### src/sv/bthm_pkg.sv
// shared types and constants for the branch target hit merge table
`default_nettype none
package bthm_pkg;

   localparam int TABLE_SLOTS = 1024;

   localparam int KIND_W   = 2;
   localparam int KEY_W    = 64;
   localparam int ADDR_W   = 64;
   localparam int STACK_W  = 5;
   localparam int COUNT_W  = 32;
   localparam int SLOT_W   = 10;
   localparam int STATUS_W = 3;

   localparam logic [KIND_W-1:0] KIND_MERGE = 2'd0;
   localparam logic [KIND_W-1:0] KIND_READ  = 2'd1;
   localparam logic [KIND_W-1:0] KIND_CLEAR = 2'd2;

   localparam logic [STATUS_W-1:0] STATUS_ACCUM   = 3'd0;
   localparam logic [STATUS_W-1:0] STATUS_INSERT  = 3'd1;
   localparam logic [STATUS_W-1:0] STATUS_DROPPED = 3'd2;
   localparam logic [STATUS_W-1:0] STATUS_IGNORED = 3'd3;
   localparam logic [STATUS_W-1:0] STATUS_DONE    = 3'd4;

   typedef struct packed {
      logic [KEY_W-1:0]   key;
      logic [ADDR_W-1:0]  source;
      logic [STACK_W-1:0] stack;
      logic [ADDR_W-1:0]  site;
      logic [COUNT_W-1:0] count;
   } entry_type;

   typedef struct packed {
      logic [KEY_W-1:0]   item_key;
      logic [KEY_W-1:0]   slot_key;
      logic [COUNT_W-1:0] slot_count;
      logic [COUNT_W-1:0] hits;
   } match_req_type;

   typedef struct packed {
      logic               hit;
      logic [COUNT_W-1:0] sum;
   } match_rsp_type;

   typedef enum logic [2:0] {
      ST_IDLE,
      ST_SEARCH,
      ST_RD_WAIT,
      ST_ACCUM,
      ST_INSERT,
      ST_BLANK
   } state_type;

endpackage
`default_nettype wire

### src/sv/bthm_match_unit.sv
// shared key compare and hit count adder
`default_nettype none
module bthm_match_unit (
   input  wire bthm_pkg::match_req_type mt_req,
   output bthm_pkg::match_rsp_type      mt_rsp
);

   always_comb begin
      mt_rsp.hit = (mt_req.item_key == mt_req.slot_key);
      mt_rsp.sum = mt_req.slot_count + mt_req.hits;
   end

endmodule
`default_nettype wire

### config.mk
export PLATFORM = sky130hd
export DESIGN_NAME = bthm_match_unit
export DESIGN_NICKNAME = d
export VERILOG_FILES = /design/src/sv/bthm_pkg.sv /design/src/sv/bthm_match_unit.sv
export SDC_FILE = /design/constraint.sdc
export NUM_CORES = 1
export LEC_CHECK = 0
export BUFFER_PORTS_ARGS = -buffer_cell sky130_fd_sc_hd__buf_2
export CAP_MARGIN = 15
export CORE_MARGIN = 2
export CORE_UTILIZATION = 32
export DETAILED_ROUTE_END_ITERATION = 10
export GPL_ROUTABILITY_DRIVEN = 0
export PLACE_DENSITY = 0.76
export SLEW_MARGIN = 20
export SYNTH_ARGS = -nofsm -noshare
export SYNTH_HDL_FRONTEND = slang
export SYNTH_SLANG_ARGS = --single-unit
### constraint.sdc
create_clock -name vclk -period 3.15
set_input_delay 0.315 -clock vclk [all_inputs]
set_output_delay 0.315 -clock vclk [all_outputs]
set_load 0.01 [all_outputs]
==> metrics.yaml, run 1 <==
total_power_mw: 0.730
detail_route.wl_per_cell_microns: 13.8
die_w_microns: 90.7
hold_path_end: "mt_rsp[0]"
worst-setup-path-type: "in -> out"
status: "completed"
fin_cells: 638
endpoint_kind: "output port"
synth-compound-area-share_pct: 27.1
drc: 0
rsz0062_at_grt: "false"
die_area_sq_um: 8220
grt_pass1_wl_microns: 14100
seq_area_frac_synth_pct: 0
synthAdderAreaFrac_pct: 17.0
yosys-top-cells-count: "xor2_1, ha_1, a21oi_1, nor2_1, nand2_1"
hold_violations: 0
synthDistinctLibCells: 49
period_minus_slack_ns: 3.03
yosysMostFrequentCell: "xor2_1"
drt_first_pass_iters: 4
met1_usage_pct: 25.5
pin_count: 225
synth.net_count: 545
syn_area_sq_um: 2400
start_kind: "primary input"
grt_usage_pct: 19.8
antenna_found_initial: 0
yosys.area_share.xor_xnor_pct: 34.2
nets: 765
p_leak_nw: 1.94
core_area_sq_um: 7250
placedCellCount: 637
vias: 3233
synthCells: 321
cp.arrival_ns: 2.71
min_delay_path_depth: 3
grt.overflow.total: 0
numPortBuffers: 225
fin_util_pct: 50.3
relSlewSlack_pct: 60.0
grt_pass1_vias: 3219
hold_class: "in -> out"
worst-path-max-fanout: 4
use_met3_pct: 2.42
yosysTopAreaCellShare_pct: 27.7
syn_avg_cell_area_sq_um: 7.49
min-delay-start: "mt_req[0]"
maxSlewViolCount: 0
peakVddDrop_mv: 0.0770
start_util_pct: 33.2
top_usage_layer: "met2"
synth_top_area_cell: "xor2_1"
crit_required_ns: 2.83
synth.top_cells.by_area: "xor2_1, ha_1, xnor2_1"
synthSimpleGateAreaFrac_pct: 18.6
dpl.hpwl_microns: 8000
nClkBuffers: 0
tns_ns: 0
synthToLayoutAreaGrowth_pct: 51.7
hold_buffers: 0
setup-violations-final: 0
design.seq.count: 0
fp-row-count: 31
grt_max_degree: 9
grtUsageMet2_pct: 36.2
synth_top_family_by_area: "XOR/XNOR gates"
seq_area_sq_um: 0
powerDensity_nw_per_um2: 200
via_per_inst: 5.07
ant_nets: 0
die_h_microns: 90.7
drtIter0Drc: 152
yosys-mux-area-fraction_pct: 0
worstMarginPinSlew_ns: 0.594
drive_gt1_share_pct: 44.5
antenna_cells: 0
yosys_warnings: 0
cap_violations: 0
post-route-period-util_pct: 96.1
wl_microns: 8800
clock.fmax_mhz: 330
-- logic make-up (layout without fill, tap and decap cells) --
kind of cell    count (synthesis)  in the layout
compound gates                 90             90
xor+xnor                       94             94
buf+inv                        18            236
simple gates                   87             87
fa+ha+maj                      32             32
-- what timing repair did --
action,CTS,global route
gates resized for setup,0,2
setup endpoints to repair,0,2
buffers inserted,0,1
-- worst max-delay path, cell delays in order --
cell and delay (ns):
buf_2 0.10, ha_1 0.21, fa_2 0.35, a21o_1 0.23, a221oi_4 0.32, o211ai_4 0.15, a31o_2 0.29, nor2b_4 0.13
a311oi_2 0.29, xnor2_1 0.17, buf_2 0.16
-- how the worst max path moves through the flow --
stage,start,endpoint,slack (ns),depth (start not counted)
CTS,mt_req[0],mt_rsp[16],0.06,11
finish,mt_req[0],mt_rsp[16],0.12,11
detailed placement,mt_req[0],mt_rsp[16],0.06,11
floorplan,mt_req[0],mt_rsp[16],0.40,9
global route,mt_req[4],mt_rsp[31],0.004,10
global placement,mt_req[0],mt_rsp[16],0.13,11
-- metrics by stage --
step	cell area, sq um	worst slack, ns	hold WS (ns)
2_1_floorplan	2400	0.400	0.770
3_3_place_gp	3630	0.129	0.931
3_5_place_dp	3630	0.0620	0.935
4_1_cts	3630	0.0595	0.937
5_1_grt	3650	0.00365	0.950
6_report	3650	0.122	0.934
-- cell type report --
cell class | count | area (sq um)
fillers | 712 | 3610
inverters | 7 | 26.3
repair buffers | 229 | 1160
well taps | 99 | 124
multi-input cells | 303 | 2340
-- cell usage in the layout, fill, tap and decap left out, types with 2 or more instances in the layout --
cell	count
o21bai_1	3
inv_1	7
a31oi_1	4
nor4_1	17
o21ai_0	13
a311oi_2	2
a21o_1	11
xor2_1	76
nand3_1	6
and3_1	4
and2_1	2
nand4_1	9
a311oi_1	2
buf_2	225
o21a_1	3
a31o_2	2
nor2_1	20
nor3_1	4
nand2_1	19
nor2b_1	2
and4_1	2
ha_1	31
a211oi_1	2
buf_4	4
xnor2_1	18
a211o_1	2
a21oi_1	26
o31ai_1	2
-- where the power goes --
group / leakage (nW) / internal, mW / total (mW) / switching (mW)
clock: 0 / 0 / 0 / 0
sequential: 0 / 0 / 0 / 0
combinational: 1.94 / 0.350 / 0.730 / 0.380
total: 1.94 / 0.350 / 0.730 / 0.380
-- metal layers --
metal  vias to the layer above  part of all wire, %
li1                       1626                    -
met1                      1461                   40
met2                       136                   52
met3                        10                  6.9
met4                         0                 0.86
met5                         -                    0
Note: power is estimated with default switching activity, not from simulation.
==> run 2: changes to the inputs <==
Settings changed: CORE_AREA set to 2 2 87 89, CORE_MARGIN 2 to unset, CORE_UTILIZATION 32 to unset, DIE_AREA set to 0 0 89 91, PLACE_DENSITY 0.76 to 0.8.
==> metrics.yaml, run 2 (same netlist as run 1, synthesis figures left out) <==
status: "completed"  # unchanged
antenna_cells: 0  # unchanged
p_int_mw: 0.350  # about the same
synthToLayoutAreaGrowth_pct: 51.9  # was 51.7%
powerDensity_nw_per_um2: 199  # was 200 nW/um^2
crit_family: "compound AO/OA/AOI/OAI gates"  # unchanged
crit_required_ns: 2.83  # about the same
die_w_microns: 89  # was 90.7 microns
clock_power_share_pct: 0  # about the same
power_frac_comb_pct: 100.0  # about the same
max_stage_delay_ns: 0.54  # was 0.35 ns
rsz0062_at_grt: "false"  # unchanged
core_area_sq_um: 7140  # was 7250 sq um
netSwitchingPower_mw: 0.376  # was 0.380 mW
vias: 3292  # was 3233
detail_route.wl_per_cell_microns: 13.7  # was 13.8 microns
hold_buffers: 0  # unchanged
drtIter0Drc: 156  # was 152
cpMostUsedCell: "buf_2"  # unchanged
cp.arrival_ns: 2.68  # was 2.71 ns
ant_nets: 0  # unchanged
seq_area_sq_um: 0  # unchanged
nets: 767  # was 765
start_util_pct: 33.7  # was 33.2%
numPortBuffers: 225  # unchanged
die_h_microns: 91  # was 90.7 microns
via_per_inst: 5.14  # was 5.07
post-route-period-util_pct: 95.0  # was 96.1%
grt_pass1_wl_microns: 12700  # was 14100 microns
p_leak_nw: 1.95  # was 1.94 nW
hold_class: "in -> out"  # unchanged
pin_count: 225  # unchanged
start_kind: "primary input"  # unchanged
maxSlewViolCount: 0  # unchanged
antenna_found_initial: 0  # unchanged
grt.overflow.total: 0  # unchanged
dpl.hpwl_microns: 7980  # was 8000 microns
cap_violations: 0  # unchanged
wl_microns: 8750  # was 8800 microns
switching_share_pct: 51.7  # was 52.1%
top_usage_layer: "met2"  # unchanged
cp.buffers_inverters: 2  # unchanged
layout_commonest_cell: "buf_2"  # unchanged
grt_pass1_vias: 2972  # was 3219
setup-violations-final: 0  # unchanged
grtUsageMet2_pct: 34.0  # was 36.2%
endpoint_kind: "output port"  # unchanged
grt_usage_pct: 18.8  # was 19.8%
fp-row-count: 31  # unchanged
die_area_sq_um: 8100  # was 8220 sq um
place_ws_ns: 0.0980  # was 0.0620 ns
clock.fmax_mhz: 334  # was 330 MHz
fin_cells: 640  # was 638
multi_input_area_sq_um: 2330  # was 2340 sq um
use_met3_pct: 1.55  # was 2.42%
path_cells: "buf_2 > ha_1 > a21o_1 > a31o_2 > o21ai_0 > a21oi_1 > o311ai_0 > a32oi_1 > xnor2_1 > buf_2"  # was buf_2 > ha_1 > fa_2 > a21o_1 > a221oi_4 > o211ai_4 > a31o_2 > nor2b_4 > a311oi_2 > xnor2_1 > buf_2
nClkBuffers: 0  # unchanged
fillCellCount: 723  # was 712
drc: 0  # unchanged
hold_violations: 0  # unchanged
layout_setup_ws_ns: 0.158  # was 0.122 ns
period_minus_slack_ns: 2.99  # was 3.03 ns
drt_first_pass_iters: 5  # was 4
design.seq.count: 0  # unchanged
worst-path-max-fanout: 5  # was 4
total_power_mw: 0.726  # was 0.730 mW
grt_max_degree: 9  # unchanged
placedCellCount: 639  # was 637
critPathSlowestCell: "o311ai_0"  # was fa_2
peakVddDrop_mv: 0.0724  # was 0.0770 mV
final_cell_mix: "buf_2, xor2_1, ha_1"  # unchanged
worstMarginPinSlew_ns: 0.547  # was 0.594 ns
tns_ns: 0  # unchanged
met1_usage_pct: 24.7  # was 25.5%
worst-setup-path-type: "in -> out"  # unchanged
relSlewSlack_pct: 63.1  # was 60.0%
drive_gt1_share_pct: 44.7  # was 44.5%
pwr-share-seq_pct: 0  # about the same
[run 2: power by group through the flow]
| stage | Sequential [mW] | Combinational [mW] | Clock, mW |
|---|---|---|---|
| after floorplan | 0 | 0.423 | 0 |
| after global placement | 0 | 0.705 | 0 |
| after detailed placement | 0 | 0.718 | 0 |
| after CTS | 0 | 0.721 | 0 |
| after global routing | 0 | 0.793 | 0 |
| final | 0 | 0.726 | 0 |
[run 2: stage by stage]
step,instance area (sq um),util [%],hold slack [ns]
6_report,3650,51.2,0.933
5_1_grt,3650,51.2,0.964
4_1_cts,3640,51.1,0.937
3_5_place_dp,3640,51.1,0.929
3_3_place_gp,3640,51.1,0.927
2_1_floorplan,2400,-,0.770
[run 2: final cells by class]
| class | instances | area share, % |
|---|---|---|
| multi-input combinational | 303 | 63.8 |
| tap | 99 | 3.39 |
| inverter | 7 | 0.719 |
| timing repair buffer | 231 | 32.1 |
[run 2: timing repair]
item | in CTS | in global routing
buffers inserted | 0 | 1
endpoints found under the setup margin | 0 | 2
resized for setup | 0 | 1
[run 2: per-layer routing]
metal / up-vias / part of all wire [%]
li1: 1637 / -
met1: 1488 / 41
met2: 159 / 51
met3: 8 / 7.2
met4: 0 / 0.75
met5: - / 0
[run 2: final timing paths]
check,startpoint,to,depth (start not counted)
min,mt_req[32],mt_rsp[0],3
max,mt_req[4],mt_rsp[31],10
==> run 3: changes to the inputs <==
Settings changed: MAX_ROUTING_LAYER set to met4.
==> metrics.yaml, run 3 (same netlist as run 1, synthesis figures left out) <==
worst-setup-path-type: "in -> out"  # unchanged
rsz0062_at_grt: "false"  # unchanged
via_per_inst: 5.13  # was 5.14
detail_route.wl_per_cell_microns: 13.7  # about the same
p_leak_nw: 1.95  # unchanged
status: "completed"  # unchanged
start_util_pct: 33.7  # unchanged
maxSlewViolCount: 0  # unchanged
dpl.hpwl_microns: 7980  # unchanged
seq_area_sq_um: 0  # unchanged
multi_input_area_sq_um: 2330  # unchanged
pin_count: 225  # unchanged
clock_power_share_pct: 0  # about the same
start_kind: "primary input"  # unchanged
drc: 0  # unchanged
worstMarginPinSlew_ns: 0.547  # about the same
crit_family: "compound AO/OA/AOI/OAI gates"  # unchanged
cp.buffers_inverters: 2  # unchanged
p_int_mw: 0.350  # about the same
nets: 767  # unchanged
die_h_microns: 91  # unchanged
cap_violations: 0  # unchanged
grt_usage_pct: 19.3  # was 18.8%
setup-violations-final: 0  # unchanged
power_frac_comb_pct: 100.0  # about the same
vias: 3286  # was 3292
drive_gt1_share_pct: 44.7  # unchanged
hold_class: "in -> out"  # unchanged
endpoint_kind: "output port"  # unchanged
ant_nets: 0  # unchanged
fp-row-count: 31  # unchanged
core_area_sq_um: 7140  # unchanged
drtIter0Drc: 152  # was 156
worst-path-max-fanout: 5  # unchanged
wl_microns: 8740  # was 8750 microns
hold_violations: 0  # unchanged
powerDensity_nw_per_um2: 199  # about the same
antenna_found_initial: 0  # unchanged
post-route-period-util_pct: 95.0  # about the same
max_stage_delay_ns: 0.54  # about the same
fin_util_pct: 51.2  # unchanged
cpMostUsedCell: "buf_2"  # unchanged
pwr-share-seq_pct: 0  # about the same
min-delay-start: "mt_req[32]"  # unchanged
min_delay_path_depth: 3  # unchanged
crit_required_ns: 2.83  # about the same
design.seq.count: 0  # unchanged
tns_ns: 0  # unchanged
netSwitchingPower_mw: 0.375  # was 0.376 mW
cp.arrival_ns: 2.68  # about the same
drt_first_pass_iters: 5  # unchanged
hold_path_end: "mt_rsp[0]"  # unchanged
layout_commonest_cell: "buf_2"  # unchanged
die_w_microns: 89  # unchanged
numPortBuffers: 225  # unchanged
hold_buffers: 0  # unchanged
antenna_cells: 0  # unchanged
die_area_sq_um: 8100  # unchanged
grt_max_degree: 9  # unchanged
final_cell_mix: "buf_2, xor2_1, ha_1"  # unchanged
grt_pass1_vias: 2970  # was 2972
peakVddDrop_mv: 0.0723  # was 0.0724 mV
synthToLayoutAreaGrowth_pct: 51.9  # unchanged
grt_pass1_wl_microns: 12700  # about the same
fillCellCount: 723  # unchanged
nClkBuffers: 0  # unchanged
period_minus_slack_ns: 2.99  # about the same
grt.overflow.total: 0  # unchanged
critPathSlowestCell: "o311ai_0"  # unchanged
path_cells: "buf_2 > ha_1 > a21o_1 > a31o_2 > o21ai_0 > a21oi_1 > o311ai_0 > a32oi_1 > xnor2_1 > buf_2"  # unchanged
switching_share_pct: 51.7  # about the same
clock.fmax_mhz: 334  # about the same
relSlewSlack_pct: 63.1  # unchanged
## run 3: cell counts in the layout (fill, tap and decap cells not counted)
No cell type changed its count.
## run 3: per-layer routing
| metal | vias to the layer above | wire, microns | GRT usage, % | part of all wire [%] |
|---|---|---|---|---|
| met5 | - | 0 | - | 0 |
| met4 | 0 | 44 | 1.99 | 0.50 |
| met3 | 6 | 568 | 0.818 | 6.5 |
| met2 | 158 | 4460 | 34.0 | 51 |
| met1 | 1483 | 3670 | 25.1 | 42 |
| li1 | 1639 | - | - | - |
## run 3: repair_timing
| action | in CTS | in global routing |
|---|---|---|
| setup buffers | 0 | 1 |
| endpoints found under the setup margin | 0 | 2 |
| resized for setup | 0 | 1 |
## run 3: tightest hold or removal path, cell delays in order
cell   delay [ns]
buf_2        0.08
ha_1         0.11
buf_2        0.12
## run 3: worst max path at each step
| stage | startpoint | end | slack [ns] | cells past startpoint |
|---|---|---|---|---|
| after global routing | mt_req[0] | mt_rsp[16] | 0.04 | 11 |
| after CTS | mt_req[0] | mt_rsp[16] | 0.1 | 11 |
| after floorplan | mt_req[0] | mt_rsp[16] | 0.40 | 9 |
| after global placement | mt_req[0] | mt_rsp[16] | 0.13 | 11 |
| final | mt_req[4] | mt_rsp[31] | 0.16 | 10 |
| after detailed placement | mt_req[0] | mt_rsp[16] | 0.1 | 11 |
## run 3: final cells by class
| class | count | share of cell area, % |
|---|---|---|
| inverter | 7 | 0.719 |
| timing repair buffer | 231 | 32.1 |
| tap | 99 | 3.39 |
| multi-input combinational | 303 | 63.8 |
## run 3: power groups by stage
stage / logic (mW) / registers (mW) / clock network (mW)
2_1_floorplan: 0.423 / 0 / 0
3_3_place_gp: 0.705 / 0 / 0
3_5_place_dp: 0.718 / 0 / 0
4_1_cts: 0.721 / 0 / 0
5_1_grt: 0.793 / 0 / 0
6_report: 0.726 / 0 / 0
## run 3: stage by stage
stage	hold WS, ns	setup WS, ns	area [sq um]	std cells	power (mW)
6_report	0.933	0.158	3650	640	0.726
5_1_grt	0.964	0.0395	3650	640	0.793
4_1_cts	0.937	0.0974	3640	639	0.721
3_5_place_dp	0.929	0.0980	3640	639	0.718
3_3_place_gp	0.927	0.130	3640	639	0.705
2_1_floorplan	0.770	0.400	2400	321	0.423
