`src/sv/bthm_pkg.sv`:
```
// shared types and constants for the branch target hit merge table
`default_nettype none
package bthm_pkg;

   localparam int TABLE_SLOTS = 1024;

   localparam int KIND_W   = 2;
   localparam int KEY_W    = 64;
   localparam int ADDR_W   = 64;
   localparam int STACK_W  = 5;
   localparam int COUNT_W  = 32;
   localparam int SLOT_W   = 10;
   localparam int STATUS_W = 3;

   localparam logic [KIND_W-1:0] KIND_MERGE = 2'd0;
   localparam logic [KIND_W-1:0] KIND_READ  = 2'd1;
   localparam logic [KIND_W-1:0] KIND_CLEAR = 2'd2;

   localparam logic [STATUS_W-1:0] STATUS_ACCUM   = 3'd0;
   localparam logic [STATUS_W-1:0] STATUS_INSERT  = 3'd1;
   localparam logic [STATUS_W-1:0] STATUS_DROPPED = 3'd2;
   localparam logic [STATUS_W-1:0] STATUS_IGNORED = 3'd3;
   localparam logic [STATUS_W-1:0] STATUS_DONE    = 3'd4;

   typedef struct packed {
      logic [KEY_W-1:0]   key;
      logic [ADDR_W-1:0]  source;
      logic [STACK_W-1:0] stack;
      logic [ADDR_W-1:0]  site;
      logic [COUNT_W-1:0] count;
   } entry_type;

   typedef struct packed {
      logic [KEY_W-1:0]   item_key;
      logic [KEY_W-1:0]   slot_key;
      logic [COUNT_W-1:0] slot_count;
      logic [COUNT_W-1:0] hits;
   } match_req_type;

   typedef struct packed {
      logic               hit;
      logic [COUNT_W-1:0] sum;
   } match_rsp_type;

   typedef enum logic [2:0] {
      ST_IDLE,
      ST_SEARCH,
      ST_RD_WAIT,
      ST_ACCUM,
      ST_INSERT,
      ST_BLANK
   } state_type;

endpackage
`default_nettype wire

```
`src/sv/bthm_sequencer.sv`:
```
// transaction sequencer: slot search, insert, accumulate, read and clear
`default_nettype none
module bthm_sequencer #(
   parameter int TABLE_SLOTS = bthm_pkg::TABLE_SLOTS,
   localparam int IDX_W = $clog2(TABLE_SLOTS),
   localparam int CNT_W = $clog2(TABLE_SLOTS + 1),
   localparam int CMP_W = (CNT_W > bthm_pkg::SLOT_W) ? CNT_W : bthm_pkg::SLOT_W
) (
   input  wire logic                            clock,
   input  wire logic                            reset,
   input  wire logic                            req_valid,
   output logic                                 req_ready,
   input  wire logic [bthm_pkg::KIND_W-1:0]     req_kind,
   input  wire logic [bthm_pkg::KEY_W-1:0]      req_target_key,
   input  wire logic [bthm_pkg::ADDR_W-1:0]     req_source_addr,
   input  wire logic [bthm_pkg::STACK_W-1:0]    req_stack_index,
   input  wire logic [bthm_pkg::ADDR_W-1:0]     req_site_addr,
   input  wire logic [bthm_pkg::COUNT_W-1:0]    req_hit_count,
   input  wire logic [bthm_pkg::SLOT_W-1:0]     req_read_slot,
   output logic                                 rsp_valid,
   input  wire logic                            rsp_ready,
   output logic [bthm_pkg::STATUS_W-1:0]        rsp_status,
   output logic [bthm_pkg::SLOT_W-1:0]          rsp_slot,
   output bthm_pkg::entry_type                  rsp_entry,
   output logic                                 ram_rd_en,
   output logic [IDX_W-1:0]                     ram_rd_addr,
   input  wire bthm_pkg::entry_type             ram_rd_data,
   output logic                                 ram_wr_en,
   output logic [IDX_W-1:0]                     ram_wr_addr,
   output bthm_pkg::entry_type                  ram_wr_data,
   output bthm_pkg::match_req_type              mt_req,
   input  wire bthm_pkg::match_rsp_type         mt_rsp
);

   bthm_pkg::state_type state_ff, state_in;
   logic [CNT_W-1:0] fill_ff, fill_in;
   logic [CNT_W-1:0] idx_ff, idx_in;
   logic [IDX_W-1:0] cmp_idx_ff, cmp_idx_in;
   logic cmp_valid_ff, cmp_valid_in;
   logic [bthm_pkg::STATUS_W-1:0] blank_status_ff, blank_status_in;

   logic clear_ff;
   logic [bthm_pkg::KEY_W-1:0]   key_ff;
   logic [bthm_pkg::ADDR_W-1:0]  source_ff;
   logic [bthm_pkg::STACK_W-1:0] stack_ff;
   logic [bthm_pkg::ADDR_W-1:0]  site_ff;
   logic [bthm_pkg::COUNT_W-1:0] hits_ff;
   logic [bthm_pkg::SLOT_W-1:0]  read_slot_ff;

   logic rsp_valid_ff, rsp_valid_in;
   logic [bthm_pkg::STATUS_W-1:0] rsp_status_ff, rsp_status_in;
   logic [bthm_pkg::SLOT_W-1:0] rsp_slot_ff, rsp_slot_in;
   bthm_pkg::entry_type rsp_entry_ff, rsp_entry_in;

   logic accept;
   logic out_free;
   logic load;
   bthm_pkg::entry_type ent;

   assign accept   = req_valid && req_ready;
   assign out_free = !rsp_valid_ff || rsp_ready;

   always_comb begin
      mt_req.item_key   = key_ff;
      mt_req.slot_key   = ram_rd_data.key;
      mt_req.slot_count = ram_rd_data.count;
      mt_req.hits       = hits_ff;
   end

   always_comb begin
      state_in        = state_ff;
      fill_in         = fill_ff;
      idx_in          = idx_ff;
      cmp_idx_in      = cmp_idx_ff;
      cmp_valid_in    = cmp_valid_ff;
      blank_status_in = blank_status_ff;
      req_ready       = 1'b0;
      load            = 1'b0;
      rsp_status_in   = rsp_status_ff;
      rsp_slot_in     = rsp_slot_ff;
      rsp_entry_in    = rsp_entry_ff;
      ram_rd_en       = 1'b0;
      ram_rd_addr     = idx_ff[IDX_W-1:0];
      ram_wr_en       = 1'b0;
      ram_wr_addr     = cmp_idx_ff;
      ent             = ram_rd_data;
      ent.count       = mt_rsp.sum;
      ram_wr_data     = ent;

      unique case (state_ff)
         bthm_pkg::ST_IDLE: begin
            req_ready = 1'b1;
            if (req_valid) begin
               case (req_kind)
                  bthm_pkg::KIND_MERGE: begin
                     if (req_target_key == '0) begin
                        blank_status_in = bthm_pkg::STATUS_IGNORED;
                        state_in        = bthm_pkg::ST_BLANK;
                     end else begin
                        idx_in       = '0;
                        cmp_valid_in = 1'b0;
                        state_in     = bthm_pkg::ST_SEARCH;
                     end
                  end
                  bthm_pkg::KIND_READ: begin
                     ram_rd_en   = 1'b1;
                     ram_rd_addr = IDX_W'(req_read_slot);
                     state_in    = bthm_pkg::ST_RD_WAIT;
                  end
                  default: begin
                     blank_status_in = bthm_pkg::STATUS_DONE;
                     state_in        = bthm_pkg::ST_BLANK;
                  end
               endcase
            end
         end
         bthm_pkg::ST_SEARCH: begin
            if (cmp_valid_ff && mt_rsp.hit) begin
               state_in = bthm_pkg::ST_ACCUM;
            end else if (idx_ff != fill_ff) begin
               ram_rd_en    = 1'b1;
               cmp_idx_in   = idx_ff[IDX_W-1:0];
               cmp_valid_in = 1'b1;
               idx_in       = idx_ff + 1'b1;
            end else if (cmp_valid_ff) begin
               cmp_valid_in = 1'b0;
            end else if (fill_ff == CNT_W'(TABLE_SLOTS)) begin
               blank_status_in = bthm_pkg::STATUS_DROPPED;
               state_in        = bthm_pkg::ST_BLANK;
            end else begin
               state_in = bthm_pkg::ST_INSERT;
            end
         end
         bthm_pkg::ST_ACCUM: begin
            if (out_free) begin
               ram_wr_en     = 1'b1;
               load          = 1'b1;
               rsp_status_in = bthm_pkg::STATUS_ACCUM;
               rsp_slot_in   = bthm_pkg::SLOT_W'(cmp_idx_ff);
               rsp_entry_in  = ent;
               state_in      = bthm_pkg::ST_IDLE;
            end
         end
         bthm_pkg::ST_INSERT: begin
            ent.key    = key_ff;
            ent.source = source_ff;
            ent.stack  = stack_ff;
            ent.site   = site_ff;
            ent.count  = hits_ff;
            ram_wr_data = ent;
            ram_wr_addr = fill_ff[IDX_W-1:0];
            if (out_free) begin
               ram_wr_en     = 1'b1;
               load          = 1'b1;
               rsp_status_in = bthm_pkg::STATUS_INSERT;
               rsp_slot_in   = bthm_pkg::SLOT_W'(fill_ff);
               rsp_entry_in  = ent;
               fill_in       = fill_ff + 1'b1;
               state_in      = bthm_pkg::ST_IDLE;
            end
         end
         bthm_pkg::ST_RD_WAIT: begin
            if (out_free) begin
               load          = 1'b1;
               rsp_status_in = bthm_pkg::STATUS_DONE;
               rsp_slot_in   = read_slot_ff;
               if (CMP_W'(read_slot_ff) < CMP_W'(fill_ff)) begin
                  rsp_entry_in = ram_rd_data;
               end else begin
                  rsp_entry_in = '0;
               end
               state_in = bthm_pkg::ST_IDLE;
            end
         end
         bthm_pkg::ST_BLANK: begin
            if (out_free) begin
               load          = 1'b1;
               rsp_status_in = blank_status_ff;
               rsp_slot_in   = '0;
               rsp_entry_in  = '0;
               if (clear_ff) begin
                  fill_in = '0;
               end
               state_in = bthm_pkg::ST_IDLE;
            end
         end
         default: begin
            state_in = bthm_pkg::ST_IDLE;
         end
      endcase

      if (load) begin
         rsp_valid_in = 1'b1;
      end else if (rsp_ready) begin
         rsp_valid_in = 1'b0;
      end else begin
         rsp_valid_in = rsp_valid_ff;
      end
   end

   always_ff @(posedge clock) begin
      if (reset) begin
         state_ff     <= bthm_pkg::ST_IDLE;
         fill_ff      <= '0;
         cmp_valid_ff <= 1'b0;
         rsp_valid_ff <= 1'b0;
      end else begin
         state_ff     <= state_in;
         fill_ff      <= fill_in;
         cmp_valid_ff <= cmp_valid_in;
         rsp_valid_ff <= rsp_valid_in;
      end
   end

   always_ff @(posedge clock) begin
      idx_ff          <= idx_in;
      cmp_idx_ff      <= cmp_idx_in;
      blank_status_ff <= blank_status_in;
      rsp_status_ff   <= rsp_status_in;
      rsp_slot_ff     <= rsp_slot_in;
      rsp_entry_ff    <= rsp_entry_in;
      if (accept) begin
         clear_ff     <= (req_kind == bthm_pkg::KIND_CLEAR);
         key_ff       <= req_target_key;
         source_ff    <= req_source_addr;
         stack_ff     <= req_stack_index;
         site_ff      <= req_site_addr;
         hits_ff      <= req_hit_count;
         read_slot_ff <= req_read_slot;
      end
   end

   assign rsp_valid  = rsp_valid_ff;
   assign rsp_status = rsp_status_ff;
   assign rsp_slot   = rsp_slot_ff;
   assign rsp_entry  = rsp_entry_ff;

endmodule
`default_nettype wire

```
`config.mk`:
```
export PLATFORM = sky130hd
export DESIGN_NAME = bthm_sequencer
export DESIGN_NICKNAME = d
export VERILOG_FILES = /design/src/sv/bthm_pkg.sv /design/src/sv/bthm_sequencer.sv
export SDC_FILE = /design/constraint.sdc
export NUM_CORES = 1
export LEC_CHECK = 0
export ABC_CLOCK_PERIOD_IN_PS = 17000
export BUFFER_PORTS_ARGS = -buffer_cell sky130_fd_sc_hd__buf_2
export CAP_MARGIN = 40
export CELL_PAD_IN_SITES_DETAIL_PLACEMENT = 1
export CELL_PAD_IN_SITES_GLOBAL_PLACEMENT = 1
export CORE_AREA = 5 5 459 461
export CTS_BUF_LIST = sky130_fd_sc_hd__clkbuf_8
export CTS_CLUSTER_SIZE = 12
export DETAILED_ROUTE_END_ITERATION = 7
export DIE_AREA = 0 0 464 466
export PLACE_DENSITY = 0.38
export SETUP_SLACK_MARGIN = 0.1
export SYNTH_ARGS = -nofsm -noshare
export SYNTH_HDL_FRONTEND = slang
export SYNTH_SLANG_ARGS = --single-unit
export TNS_END_PERCENT = 10
```
`constraint.sdc`:
```
create_clock -name clock -period 17 [get_ports clock]
set_input_delay 1.7 -clock clock [delete_from_list [all_inputs] [get_ports clock]]
set_output_delay 1.7 -clock clock [all_outputs]
set_load 0.01 [all_outputs]
```
==> results of run 1 <==
final cells by class:
| type | instances | share of cell area, % |
|---|---|---|
| multi-input combinational | 1718 | 24.3 |
| antenna | 21 | 0.139 |
| clock buffer | 117 | 4.26 |
| clock inverter | 90 | 1.68 |
| tap | 2704 | 8.96 |
| timing repair buffer | 1242 | 17.3 |
| sequential | 522 | 41.1 |
| inverter | 214 | 2.19 |
report_power, final:
group	internal [W]	switching, W
Clock	0.000763	0.000698
Sequential	0.00208	0.000279
Combinational	0.00103	0.00245
how the worst max path moves through the flow:
| stage | start | endpoint | slack (ns) | cells past startpoint |
|---|---|---|---|---|
| floorplan | rsp_ready | rsp_entry[0]$_DFFE_PP_ | 4.33 | 2 |
| global placement | req_valid | ram_rd_addr[1] | 11.84 | 6 |
| detailed placement | req_valid | ram_rd_addr[2] | 11.76 | 6 |
| CTS | state_ff[1]$_SDFFE_PP0P_ | ram_rd_addr[2] | 10.75 | 7 |
| global route | state_ff[1]$_SDFFE_PP0P_ | ram_rd_addr[2] | 10.63 | 7 |
| finish | state_ff[1]$_SDFFE_PP0P_ | ram_rd_addr[2] | 10.91 | 7 |
metal layers:
| layer | vias up | GRT usage (%) | routed length [um] |
|---|---|---|---|
| met5 | - | 0 | 295 |
| met4 | 42 | 4.58 | 5960 |
| met3 | 268 | 4.86 | 14000 |
| met2 | 1074 | 27.0 | 86700 |
| met1 | 13000 | 21.0 | 81000 |
| li1 | 11800 | - | - |
cell usage in the layout, fill, tap and decap left out, drive strengths merged, types with 8 or more instances in the layout:
cell type	synthesis	final
mux2i	11	11
and3	36	36
xnor2	12	12
a221oi	11	11
nor2	30	30
a21o	230	230
edfxtp	506	506
xor2	16	16
ha	12	12
o21ai	40	40
diode	0	21
buf	109	1241
a221o	32	32
mux2	11	11
nor4	22	22
inv	214	254
clkinv	0	41
nor3	10	10
clkbuf	201	117
o22ai	197	197
nand4	11	11
nand2	778	778
a21oi	218	218
nand3	9	9
dfxtp	16	16
bufinv	0	8
critical path, cell delays in order, from the launching register on:
cell and delay (ns):
dfxtp_4 0.49, buf_12 0.28, nor3_1 0.76, nand2_1 0.30
inv_8 0.48, nand2_1 0.45, mux2_2 0.40, buf_2 0.14
kinds of logic (layout without fill, tap and decap cells):
group                    after synthesis  count (layout)  share of synthesized area [%]
adder cells (fa/ha/maj)               12              12                          0.557
flip-flops                           522             522                           57.6
AO/OA/AOI/OAI                        741             741                           17.7
other                                  0              21                              0
AND/OR/NAND/NOR                      915             915                           13.7
buffers and inverters                524            1663                           8.66
multiplexers                          22              22                          0.868
XOR/XNOR                              28              28                          0.910
metrics by stage:
step           std cells  power (W)  hold slack (ns)
2_1_floorplan       2764    0.00415            0.424
3_3_place_gp        6389    0.00592            0.568
3_5_place_dp        6400    0.00596            0.593
4_1_cts             6607    0.00752            0.611
5_1_grt             6615    0.00776            0.622
6_report            6628    0.00729            0.580
registers in the layout, summed over array words and instances (netlist names):
register / count
read_slot_ff: 10
rsp_valid: 1
clear_ff: 1
stack_ff: 5
idx_ff: 11
site_ff: 64
cmp_valid_ff: 1
cmp_idx_ff: 10
rsp_status: 3
state_ff: 3
blank_status_ff: 3
hits_ff: 32
rsp_slot: 10
rsp_entry: 229
fill_ff: 11
source_ff: 64
key_ff: 64
==> key figures, run 1 <==
Outcome
  • Status: completed

Global routing
  • First-pass GRT wire length: 247000 um
  • Largest net degree at the start of global routing: 133
  • Total grt overflow: 0
  • Vias in the first global route: 26800
  • All-Layer GR Usage: 16.5%
  • Initial antenna violation count: 74

Timing
  • Fmax: 164 MHz
  • TNS Setup: 0 ns
  • Final Slew Violations: 0
  • RSZ-0062 raised after global routing: false
  • Relative slew margins: 16.9%
  • Crit path time final: 6.09 ns
  • Pin slew with the least headroom to its limit: 1.25 ns
  • Crit share post-route: 35.8%
  • Final WS setup: 10.91 ns
  • Clock Skew: 0.0752 ns
  • Final Hold Viols: 0
  • Finish-stage setup viols: 0

Floorplan
  • Height of the die: 466 um
  • # IOs: 1194
  • Initial core utilization: 13.1%
  • Die area: 216000 um2
  • Die width: 464 um
  • Core ar.: 206000 um2
  • Cell Rows: 167

Worst setup path
  • FF-to-FF path depth: 7
  • Worst r2r src: state_ff[1]$_SDFFE_PP0P_
  • CP Launch Type: flop
  • Critical Path Fanout Max: 132
  • CP required: 15.30 ns
  • Critical path arrival: 4.39 ns
  • Setup CP Type: flop to primary output
  • FF-to-FF setup slack: 12.11 ns
  • Crit. End Element: primary output
  • Reg-to-Reg End: rsp_entry[140]$_DFFE_PP_

Clock network
  • Htree depth: 3
  • Clock transition at path regs: 0.06 ns
  • Sink Count: 522
  • CTS Buf Count: 116
  • Hold buffers post-CTS: 0
  • Skew-Pair Late Insertion Delay: 0.87 ns
  • Post-CTS Setup Bufs: 0
  • Root cell of the clock tree: clkbuf_8
  • Post-CTS resize count: 0
  • Clock buffer depth: 3
  • CTS tree: done

Synthesis
  • Gate count of the mapped netlist: 2764
  • Commonest cells in the netlist: nand2_1 (778), edfxtp_1 (506), a21o_1 (230)
  • Synthesized flop and latch total: 522
  • Share of synthesized registers carrying an async set or reset: 0%
  • Yosys top cell by area: edfxtp_1
  • Synth Net Count: 3283
  • Share of the synthesized area in the top cell type: 56.4%
  • Synth Area per Inst: 9.75 um2
  • Most common cell in the netlist: nand2_1
  • Yosys Warn Count: 0
  • Seq/Total Area, Yosys: 57.6%
  • Synthesized area: 27000 um2
  • Number of enable flip-flop cells after synthesis: 506
  • Post-synth top flop: edfxtp_1
  • Synth area leaders: edfxtp_1 (56%), nand2_1 (11%), a21o_1 (6.4%)
  • Cell variety after synth: 46

Min path
  • Hold Path End: rsp_status[0]$_DFFE_PP_
  • Worst min path class: flop to flop
  • Worst hold start: blank_status_ff[0]$_SDFFCE_PP0P_
  • Worst hold path depth: 1

Route
  • Total iterations of the first detailed-routing run: 5
  • Vias/cell: 3.95
  • Number of remaining DRC errors: 0
  • WL final: 188000 um
  • WL/cell: 28.4 um
  • Post-route ant nets: 0
  • Initial drt markers: 1540
  • Vias post-DR: 26200

Power
  • Power density over the cells: 193 nW/um2
  • Peak supply drop: 83.5 uV
  • Leak Pwr: 18.4 nW

Placed design
  • Input/output buffers: 1193
  • Placed cell area: 35500 um2
  • Final GP Congestion: 0.909
  • Hpwl dp: 145000 um
  • DP Worst Slack: 11.76 ns

Final layout
  • Seq. cell area: 15500 um2
  • Core Util, Final: 18.3%
  • Nets: 4333
  • Design area: 37800 um2
  • Area occupied by multi-input gates: 9190 um2
  • Area delta synth->final: 40.1%
  • Share of cells above drive strength 1: 36.4%
  • Fillers: 24300

Run
  • MaxCap Viol Count: 0
Power figures use the tool's default switching activity.
==> inputs of run 2 (changes only) <==
ABC_CLOCK_PERIOD_IN_PS = 5500   (was 17000)
CORE_AREA = 5 5 465 467   (was 5 5 459 461)
DIE_AREA = 0 0 470 472   (was 0 0 464 466)
PLACE_DENSITY = 0.39   (was 0.38)
clock period = 5.5 ns   (was 17 ns; I/O delays follow)
==> key figures, run 2 (synthesis gave the netlist of run 1 again) <==
Floorplan
  • Die width: 470 um
  • Height of the die: 472 um
  • Cell Rows: 169
  • Initial core utilization: 12.8%
  • Die area: 222000 um2
  • Core ar.: 211000 um2
  • # IOs: 1194

Final layout
  • Most frequent cells in the layout: buf_2 (1193), nand2_1 (777), edfxtp_1 (506), dlygate4sd3_1 (463), inv_1 (238)
  • Commonest non-fill, non-tap cell in the layout: buf_2
  • Area delta synth->final: 58.2%
  • Share of cells above drive strength 1: 32.7%
  • Nets: 4801
  • Max reg flops: 229
  • Design area: 42600 um2

Clock network
  • Hold buffers post-CTS: 463
  • CTS tree: done
  • Htree depth: 3
  • Post-CTS resize count: 0
  • CTS Buf Count: 118
  • Sink Count: 522
  • Clock buffer depth: 3
  • Skew-Pair Late Insertion Delay: 0.88 ns
  • Post-CTS Setup Bufs: 0
  • Root cell of the clock tree: clkbuf_8
  • Clock transition at path regs: 0.06 ns

Timing
  • RSZ-0062 raised after global routing: false
  • Clock Skew: 0.0633 ns
  • Finish-stage setup viols: 0
  • Fmax: 222 MHz
  • Hold slack: 0.151 ns
  • Crit path time final: 4.50 ns
  • TNS Setup: 0 ns
  • Relative slew margins: 18.1%
  • Pin slew with the least headroom to its limit: 1.23 ns
  • Final Slew Violations: 0
  • Final Hold Viols: 0
  • Crit share post-route: 81.7%

Worst setup path
  • Crit-path cells: nor3_1, nand2_1, inv_8, nand2_1, mux2_2, buf_2
  • Critical Path Fanout Max: 55
  • CP required: 4.95 ns
  • Critical path arrival: 3.95 ns
  • Slowest stage delay, CP: 0.75 ns
  • CP Launch Type: flop
  • Slowest-stage cell, CP: nor3_1
  • Buf+Inv Stages, Crit Path: 2
  • Worst path most repeated cell: nand2_1
  • Family with the most delay on the worst path: simple AND/OR/NAND/NOR gates
  • Worst r2r src: state_ff[0]$_SDFFE_PP0P_
  • CP startpoint: state_ff[0]$_SDFFE_PP0P_
  • Setup CP Type: flop to primary output
  • Crit. End Element: primary output

Route
  • Number of remaining DRC errors: 0
  • Post-route ant nets: 0
  • WL final: 194000 um
  • Initial drt markers: 1562
  • Vias post-DR: 28100
  • Vias/cell: 3.90
  • Total iterations of the first detailed-routing run: 5
  • WL/cell: 26.9 um

Global routing
  • Vias in the first global route: 29400
  • All-Layer GR Usage: 16.7%
  • Largest net degree at the start of global routing: 169
  • Total grt overflow: 0
  • Initial antenna violation count: 47
  • First-pass GRT wire length: 261000 um

Placed design
  • Placed cell area: 35800 um2
  • Hpwl dp: 145000 um
  • Input/output buffers: 1193
  • Final GP Congestion: 0.829

Run
  • MaxCap Viol Count: 0

Power
  • Peak supply drop: 414 uV
  • Leak Pwr: 20.3 nW
  • Power density over the cells: 539 nW/um2

Min path
  • Worst min path class: input pin to flop
  • Worst hold start: ram_rd_data[39]

Outcome
  • Status: completed
==> run 2: changes by cell type in the layout (fill, tap and decap cells not counted), moves of 4 or more <==
cell / before / now
inv_1: 246 / 238
clkinv_1: 22 / 36
nor4_1: 17 / 13
nor4_2: 5 / 9
bufinv_16: 8 / 4
buf_4: 36 / 31
dlygate4sd3_1: 0 / 463
clkinv_2: 17 / 21
buf_12: 5 / 16
==> run 2: final timing paths <==
kind,cells after the start,slack (ns),to
worst max-delay path,6,1.00,ram_rd_addr[1]
worst min register to register,2,0.63,fill_ff[1]$_SDFFE_PP0P_
worst max register to register,7,1.77,rsp_entry[40]$_DFFE_PP_
worst min-delay path,3,0.15,rsp_entry[39]$_DFFE_PP_
==> run 2: routing by layer <==
| layer | GRT usage [%] | part of all wire (%) | wire [um] | vias to the layer above |
|---|---|---|---|---|
| met5 | 0 | 0.089 | 172 | - |
| met4 | 3.67 | 2.2 | 4280 | 26 |
| met3 | 4.80 | 7.1 | 13800 | 223 |
| met2 | 27.8 | 47 | 90800 | 1043 |
| met1 | 21.5 | 44 | 84900 | 14100 |
| li1 | - | - | - | 12700 |
==> run 2: layout make-up <==
| cell class | instances | area (um2) |
|---|---|---|
| inverters | 214 | 826 |
| multi-input cells | 1718 | 9220 |
| clock buffers | 118 | 1620 |
| flip-flops and latches | 522 | 15500 |
| repair buffers | 1708 | 11300 |
| diodes | 23 | 57.6 |
| clock inverters | 96 | 566 |
| fillers | 24800 | 169000 |
| well taps | 2821 | 3530 |
==> run 2: worst min-delay path: stages <==
cell     delay (ns)
buf_2          0.14
nand2_1        0.07
o22ai_1        0.09
==> run 2: stage by stage <==
step                      power, W  worst slack (ns)  util, %  std cells
after detailed placement    0.0186              1.60     16.9       6520
after global routing        0.0245             0.625     20.2       7207
after global placement      0.0185             0.904     16.8       6508
after CTS                   0.0238             0.720     20.2       7197
after floorplan             0.0126             -1.90        -       2764
final                       0.0230              1.00     20.2       7220
==> run 2: power by group <==
group / switching, W / internal, W / total, W
Sequential: 0.00102 / 0.00647 / 0.00749
Combinational: 0.00760 / 0.00345 / 0.0111
Clock: 0.00225 / 0.00220 / 0.00445
==> inputs of run 3 (changes only) <==
ABC_AREA = 1   (was not set)
ABC_CLOCK_PERIOD_IN_PS = 4520   (was 5500)
CORE_AREA = 5 5 463 465   (was 5 5 465 467)
DIE_AREA = 0 0 468 470   (was 0 0 470 472)
PLACE_DENSITY = 0.35   (was 0.39)
clock period = 4.52 ns   (was 5.5 ns; I/O delays follow)
==> key figures, run 3 <==
Clock network
  • Sink Count: 522
  • Clock buffer depth: 3
  • Post-CTS Setup Bufs: 0
  • Clock transition at path regs: 0.06 ns
  • CTS tree: done
  • Htree depth: 3
  • Skew-Pair Late Insertion Delay: 0.84 ns
  • Root cell of the clock tree: clkbuf_8
  • CTS Buf Count: 120

Synthesis
  • Synth area leaders: edfxtp_1 (66%), nand2_1 (21%), buf_4 (3.6%)
  • Number of enable flip-flop cells after synthesis: 506
  • Share of synthesized registers carrying an async set or reset: 0%
  • Gate count of the mapped netlist: 2294
  • Synthesized flop and latch total: 522
  • Share of the synthesized area in the top cell type: 65.9%
  • Simple-gate share of the synthesized area: 23.5%
  • Synth Net Count: 2813
  • Commonest cells in the netlist: nand2_1 (1289), edfxtp_1 (506), buf_4 (109)
  • Most common cell in the netlist: nand2_1
  • Yosys top cell by area: edfxtp_1
  • Largest family of logic cells by synthesized area: simple AND/OR/NAND/NOR gates
  • Mux contribution to synthesized area: 0%
  • XOR/XNOR Fraction of Synth Area: 0.304%
  • Compound-gate portion of the synthesized area: 2.33%
  • Yosys Warn Count: 0
  • Seq/Total Area, Yosys: 67.3%
  • Synth Area per Inst: 10.0 um2
  • Synthesized area: 23000 um2
  • Post-synth top flop: edfxtp_1
  • Synth Area in Adders: 0.652%
  • Cell variety after synth: 28

Timing
  • Finish-stage setup viols: 0
  • Final Slew Violations: 0
  • Pin slew with the least headroom to its limit: 0.885 ns
  • Hold slack: 0.0948 ns
  • Crit path time final: 3.66 ns
  • Relative slew margins: 41.0%
  • Clock Skew: 0.0665 ns
  • TNS Setup: 0 ns
  • Fmax: 273 MHz
  • RSZ-0062 raised after global routing: false
  • Crit share post-route: 81.0%
  • Final Hold Viols: 0

Route
  • Vias/cell: 3.41
  • WL/cell: 25.2 um
  • Total iterations of the first detailed-routing run: 5
  • Initial drt markers: 1177
  • Number of remaining DRC errors: 0
  • WL final: 173000 um
  • Vias post-DR: 23400
  • Post-route ant nets: 0

Final layout
  • Nets: 4458
  • Most frequent cells in the layout: nand2_1 (1286), buf_2 (1193), edfxtp_1 (506), dlygate4sd3_1 (484), clkbuf_8 (121)
  • Area delta synth->final: 68.7%
  • Commonest non-fill, non-tap cell in the layout: nand2_1
  • Fillers: 24600
  • Max reg flops: 229
  • Share of cells above drive strength 1: 34.4%

Floorplan
  • Core ar.: 209000 um2
  • Initial core utilization: 11.0%
  • Height of the die: 470 um
  • Die area: 220000 um2
  • # IOs: 1194
  • Die width: 468 um
  • Cell Rows: 168

Power
  • Peak supply drop: 483 uV
  • Power density over the cells: 658 nW/um2
  • Design Power: 0.0256 W
  • Leak Pwr: 17.8 nW

Placed design
  • Final GP Congestion: 0.860
  • Hpwl dp: 136000 um
  • Input/output buffers: 1193

Run
  • MaxCap Viol Count: 0

Global routing
  • Total grt overflow: 0
  • Met2 Track Usage GR: 24.0%
  • First-pass GRT wire length: 227000 um
  • Vias in the first global route: 25100
  • Met1 Use GR: 18.8%
  • M3 GR Usage: 5.52%
  • Largest net degree at the start of global routing: 104
  • All-Layer GR Usage: 15.0%
  • Initial antenna violation count: 62
  • Most used routing layer: met2

Outcome
  • Status: completed

Worst setup path
  • Critical path arrival: 3.21 ns
  • Crit. End Element: primary output
  • CP Launch Type: flop
  • Slowest stage delay, CP: 0.38 ns
  • CP required: 4.07 ns
  • Critical Path Fanout Max: 93
  • Setup CP Type: flop to primary output
  • Crit-path cells: inv_1, nor2_1, inv_1, nor2_4, buf_12, nand2_1, nand2_1, buf_2
  • Slowest-stage cell, CP: dfxtp_4

Min path
  • Worst min path class: input pin to flop
-- run 3: cell count changes after synthesis, sizes merged, moves of 22 or more --
cell    before   now
a221o       32     0
and3        36     1
nor2        30    98
o211ai       0    33
a21oi      218    33
nand2      778  1289
o21ai       40    15
nor4        22     0
a21o       230     1
inv        214    54
buf        109   138
clkbuf     201    46
o22ai      197     0
-- run 3: cells by family after synthesis --
kind of cell / after synthesis
compound gates: 86
xor+xnor: 8
fa+ha+maj: 12
buf+inv: 240
flops: 522
simple gates: 1426
-- run 3: timing repair --
action | CTS | global route
endpoints found under the setup margin | 0 | 0
hold buffers | 484 | 0
endpoints found under the hold margin | 470 | 0
resized for setup | 0 | 0
-- run 3: path summary, 6_finish.rpt --
path,from,end,slack (ns),cells past startpoint
worst max-delay path,state_ff[2]$_SDFFE_PP0P_,ram_wr_data[86],0.86,8
worst min-delay path,ram_rd_data[223],rsp_entry[223]$_DFFE_PP_,0.09,3
worst max register to register,fill_ff[5]$_SDFFE_PP0P_,rsp_entry[24]$_DFFE_PP_,1.64,9
worst min register to register,site_ff[47]$_DFFE_PP_,rsp_entry[79]$_DFFE_PP_,0.51,2
-- run 3: area by class of cell --
cell class / count / area [um2] / share of cell area (%)
multi-input cells: 1532 / 6230 / 16.0
repair buffers: 1707 / 11200 / 28.8
clock inverters: 99 / 474 / 1.22
flip-flops and latches: 522 / 15500 / 39.9
inverters: 56 / 220 / 0.567
clock buffers: 121 / 1670 / 4.29
well taps: 2805 / 3510 / 9.03
diodes: 24 / 60.1 / 0.155
-- run 3: layer usage --
metal	up-vias	part of all wire [%]
li1	10800	-
met1	11400	43
met2	991	45
met3	217	9.5
met4	34	2.9
met5	-	0.12
-- run 3: power breakdown --
group / total [W] / switching [W] / internal (W)
sequential: 0.00902 / 0.000974 / 0.00804
clock: 0.00521 / 0.00266 / 0.00255
combinational: 0.0114 / 0.00825 / 0.00310
total: 0.0256 / 0.0119 / 0.0137
-- run 3: critical path, delay by kind of cell, from the launching register on --
family	cells	cell delay, ns
flops	1	0.38
buf+inv	4	0.70
simple gates	4	0.94
-- run 3: through the flow --
step,std cells,utilization [%],instance area [um2],worst slack (ns)
2_1_floorplan,2294,-,23100,-0.0417
3_3_place_gp,6138,15.2,31800,1.76
3_5_place_dp,6138,15.2,31800,1.67
4_1_cts,6842,18.6,38800,0.699
5_1_grt,6856,18.6,38800,0.657
6_report,6866,18.6,38900,0.861
